## src/rtl/core/weqc_pkg.sv

```systemverilog
// Shared types and constants of the window event queue.
package weqc_pkg;

    localparam int QUEUE_DEPTH = 16;
    localparam int IDX_W = $clog2(QUEUE_DEPTH);
    localparam int CNT_W = $clog2(QUEUE_DEPTH + 1);
    localparam int DATA_W = 304;

    typedef enum logic [1:0] {
        KIND_INPUT  = 2'd0,
        KIND_CLOSE  = 2'd1,
        KIND_RESIZE = 2'd2,
        KIND_POP    = 2'd3
    } kind_t;

    typedef enum logic [2:0] {
        ST_PUSHED        = 3'd0,
        ST_PUSHED_DROP   = 3'd1,
        ST_RESIZE_MERGED = 3'd2,
        ST_CLOSE_DUP     = 3'd3,
        ST_POP_EMPTY     = 3'd4,
        ST_POP_INPUT     = 3'd5,
        ST_POP_CLOSE     = 3'd6,
        ST_POP_RESIZE    = 3'd7
    } status_t;

    typedef struct packed {
        kind_t              kind;
        logic [63:0]        timestamp;
        logic [15:0]        dev_num;
        logic [15:0]        event_type;
        logic [31:0]        event_flags;
        logic [15:0]        event_code;
        logic signed [31:0] event_value;
        logic [31:0]        pos_x;
        logic [31:0]        pos_y;
        logic [15:0]        width;
        logic [15:0]        height;
        logic [31:0]        surf_bytes;
    } entry_t;

    typedef struct packed {
        logic shift;
        logic load;
    } cell_ctrl_t;

endpackage

```

## src/rtl/core/weqc_cell.sv

```systemverilog
// One queue cell: holds an entry, loads a new one or takes its neighbour's.
module weqc_cell (
    input  logic                clk,
    input  weqc_pkg::cell_ctrl_t ctrl,
    input  weqc_pkg::entry_t    new_entry,
    input  weqc_pkg::entry_t    neighbour,
    output weqc_pkg::entry_t    entry
);

    weqc_pkg::entry_t entry_reg;
    weqc_pkg::entry_t entry_next;

    always_comb
    begin
        entry_next = entry_reg;
        if (ctrl.load)
        begin
            entry_next = new_entry;
        end
        else if (ctrl.shift)
        begin
            entry_next = neighbour;
        end
    end

    always_ff @(posedge clk)
    begin
        entry_reg <= entry_next;
    end

    assign entry = entry_reg;

endmodule

```

## config.mk

```make
export PLATFORM = sky130hd
export DESIGN_NAME = weqc_cell
export DESIGN_NICKNAME = d
export VERILOG_FILES = /design/src/rtl/core/weqc_pkg.sv /design/src/rtl/core/weqc_cell.sv
export SDC_FILE = /design/constraint.sdc
export NUM_CORES = 1
export LEC_CHECK = 0
export BUFFER_PORTS_ARGS = -buffer_cell sky130_fd_sc_hd__buf_2
export CORE_AREA = 2 2 359 361
export CTS_CLUSTER_SIZE = 25
export DETAILED_ROUTE_END_ITERATION = 8
export DIE_AREA = 0 0 361 363
export SYNTH_ARGS = -nofsm -noshare
export SYNTH_HDL_FRONTEND = slang
export SYNTH_SLANG_ARGS = --single-unit
```

## constraint.sdc

```tcl
create_clock -name clk -period 5.5 [get_ports clk]
set_clock_uncertainty 0.1 [all_clocks]
set_input_delay 0.55 -clock clk [delete_from_list [all_inputs] [get_ports clk]]
set_output_delay 0.55 -clock clk [all_outputs]
set_load 0.1 [all_outputs]
```

==> out/qor.txt <==
CTS sink cnt - 306
Register area share after synthesis - 0.664
Area growth from synthesis to layout - 56.3%
Tightest Pin Transition - 1190 ps
Crit end category - flop
DR vias/cell - 3.27
Place WS - 2340 ps
Placement row count - 131
Io pins - 921
CTS Hold Bufs - 0
Die Width - 361 um
Yosys top cell area share - 0.664
Final hold violations - 0
Fraction of layout cells with a size suffix above 1 - 0.803
WP data arrival - 2620 ps
Pwr dens - 389 nW/um^2
Pre-antenna DRT Iters - 5
Largest net degree at the start of global routing - 119
Tcrit/Tclk final - 0.459
Final core utilization - 0.170
Worst-path maximum fanout - 87
Clock-pin transition on the worst setup and hold timing paths - 60 ps
Overall die area - 131000 sq um
DRT iter0 DRCs - 721
Largest cells by area after synthesis - edfxtp_1 66%, mux2_4 25%, mux2_2 6.3%, buf_6 2.2%, buf_2 0.25%
Worst vdd ir - 0.222 mV
Critical Path RT - 5600 ps
Psw - 3.45 mW
Hold WC Path Type - in -> reg
Post-synth EDFFs - 306
Switching part of the total - 0.410
Clock share of power - 0.306
CTS root buf - clkbuf_16
Setup TNS - 0 ps
Synth Warn # - 0
Crit path kind - in -> reg
Flops & latches, synth - 306
Vias in the first global route - 10300
Pint - 4.97 mW
Logic pwr share - 0.343
DP HPWL - 79000 um
Overall Global Routing Usage - 0.130
I/O Buffers - 920
Worst slew margin relative to its limit - 0.209
Core Region - 127000 sq um
Drt wl/cell - 27.3 um
Unrepaired setup endpoints after global routing - false
Post-route insts no fill - 3288
Slew Viols, Final - 0
CTS max path bufs - 3
Crit path time final - 2520 ps
Ys async rst share - 0
Synthesized cell area - 13800 sq um
# placed instances - 3209
Fmax - 396 MHz
CTS tree - yes
Max cap viols - 0
Synth area leader - edfxtp_1
Avg Cell Area, Syn - 21.4 sq um
Setup Buffers After CTS - 0
Antenna violations before repair - 151
Die Height - 363 um
Synth cell types - 6
Pleak - 9.60 nW
Largest register FFs - 306
Final #Nets - 2201
GR Overflow Total - 0
CP Launch Type - input pin
Final wirelength - 89700 um
Initial cell density of the core - 0.109
Post-layout instance area - 21600 sq um
Syn_nets - 1262
Cell count of the worst hold path - 2
Most instantiated cells after synthesis - 306 x edfxtp_1, 229 x mux2_4, 77 x mux2_2
HP Start - neighbour[180]
Post-route DRC - 0
Part of the power in registers - 0.352
Quantity of gates resized following cts - 0
Final Wtd Congestion - 0.924
Total CTS buffers - 37
Cells after Synth - 647
Post-synth top flop - edfxtp_1
Final Setup Violations - 0
Via count - 10800
Post-Place Cell Area - 20400 sq um
Outcome - completed
Max H-tree Level - 2
First-pass GRT wire length - 109000 um
Hold endpoint - entry[180]
Final worst setup slack - 2980 ps
DRT antenna net count - 0
Top-count cell post-synth - edfxtp_1
## cell type report
cell class                      count  area (sq um)
Antenna cell                       12          30.0
Fill cell                       14000        105000
Timing Repair Buffer              934          4770
Multi-Input combinational cell    307          4310
Sequential cell                   306          9190
Clock buffer                       44           995
Clock inverter                     23           251
Tap cell                         1662          2080
## kinds of logic (layout without fill, tap and decap cells)
family,Yosys count,in the layout,share of synthesized area
AND/OR/NAND/NOR,1,1,0.000452
flip-flops,306,306,0.664
buffers and inverters,34,1001,0.0245
other,0,12,0
multiplexers,306,306,0.311
## critical path, cell delays in order
cell	delay (ps)
buf_8	540
or2_4	890
buf_12	370
## power groups by stage
stage | logic (mW) | clock network, mW | registers [mW]
CTS | 2.91 | 2.68 | 2.96
global placement | 2.89 | 0 | 3.00
global route | 2.97 | 2.74 | 2.98
finish | 2.88 | 2.57 | 2.96
floorplan | 0.361 | 0 | 4.87
detailed placement | 2.91 | 0 | 3.00
## layout by cell type, fill, tap and decap left out, types with 2 or more instances in the layout
cell type,count
buf_2,919
bufinv_16,5
clkinv_1,7
buf_4,10
clkinv_2,4
edfxtp_1,306
diode_2,12
clkbuf_1,5
clkbuf_16,39
buf_12,4
clkinvlp_4,5
mux2_4,229
inv_6,2
mux2_2,77
## worst max-delay path by stage
stage | start | endpoint | cells after the start
floorplan | ctrl[0] | entry[0] | 4
global placement | ctrl[0] | entry[103] | 3
detailed placement | ctrl[0] | entry[103] | 3
CTS | ctrl[0] | entry[125] | 3
global route | ctrl[0] | entry[151] | 3
finish | ctrl[0] | entry[103] | 3
## layer usage
layer,GRT usage,vias to the layer above,wire (um)
li1,-,4457,-
met1,0.158,5067,35700
met2,0.203,943,38600
met3,0.0701,273,12100
met4,0.0272,22,3080
met5,0.00363,-,142
## metrics by stage
step	hold slack, ps	power (mW)
3_3_place_gp	751	5.90
3_5_place_dp	754	5.91
4_1_cts	103	8.55
6_report	168	8.42
5_1_grt	130	8.69
2_1_floorplan	667	5.23
Power figures use the tool's default switching activity.
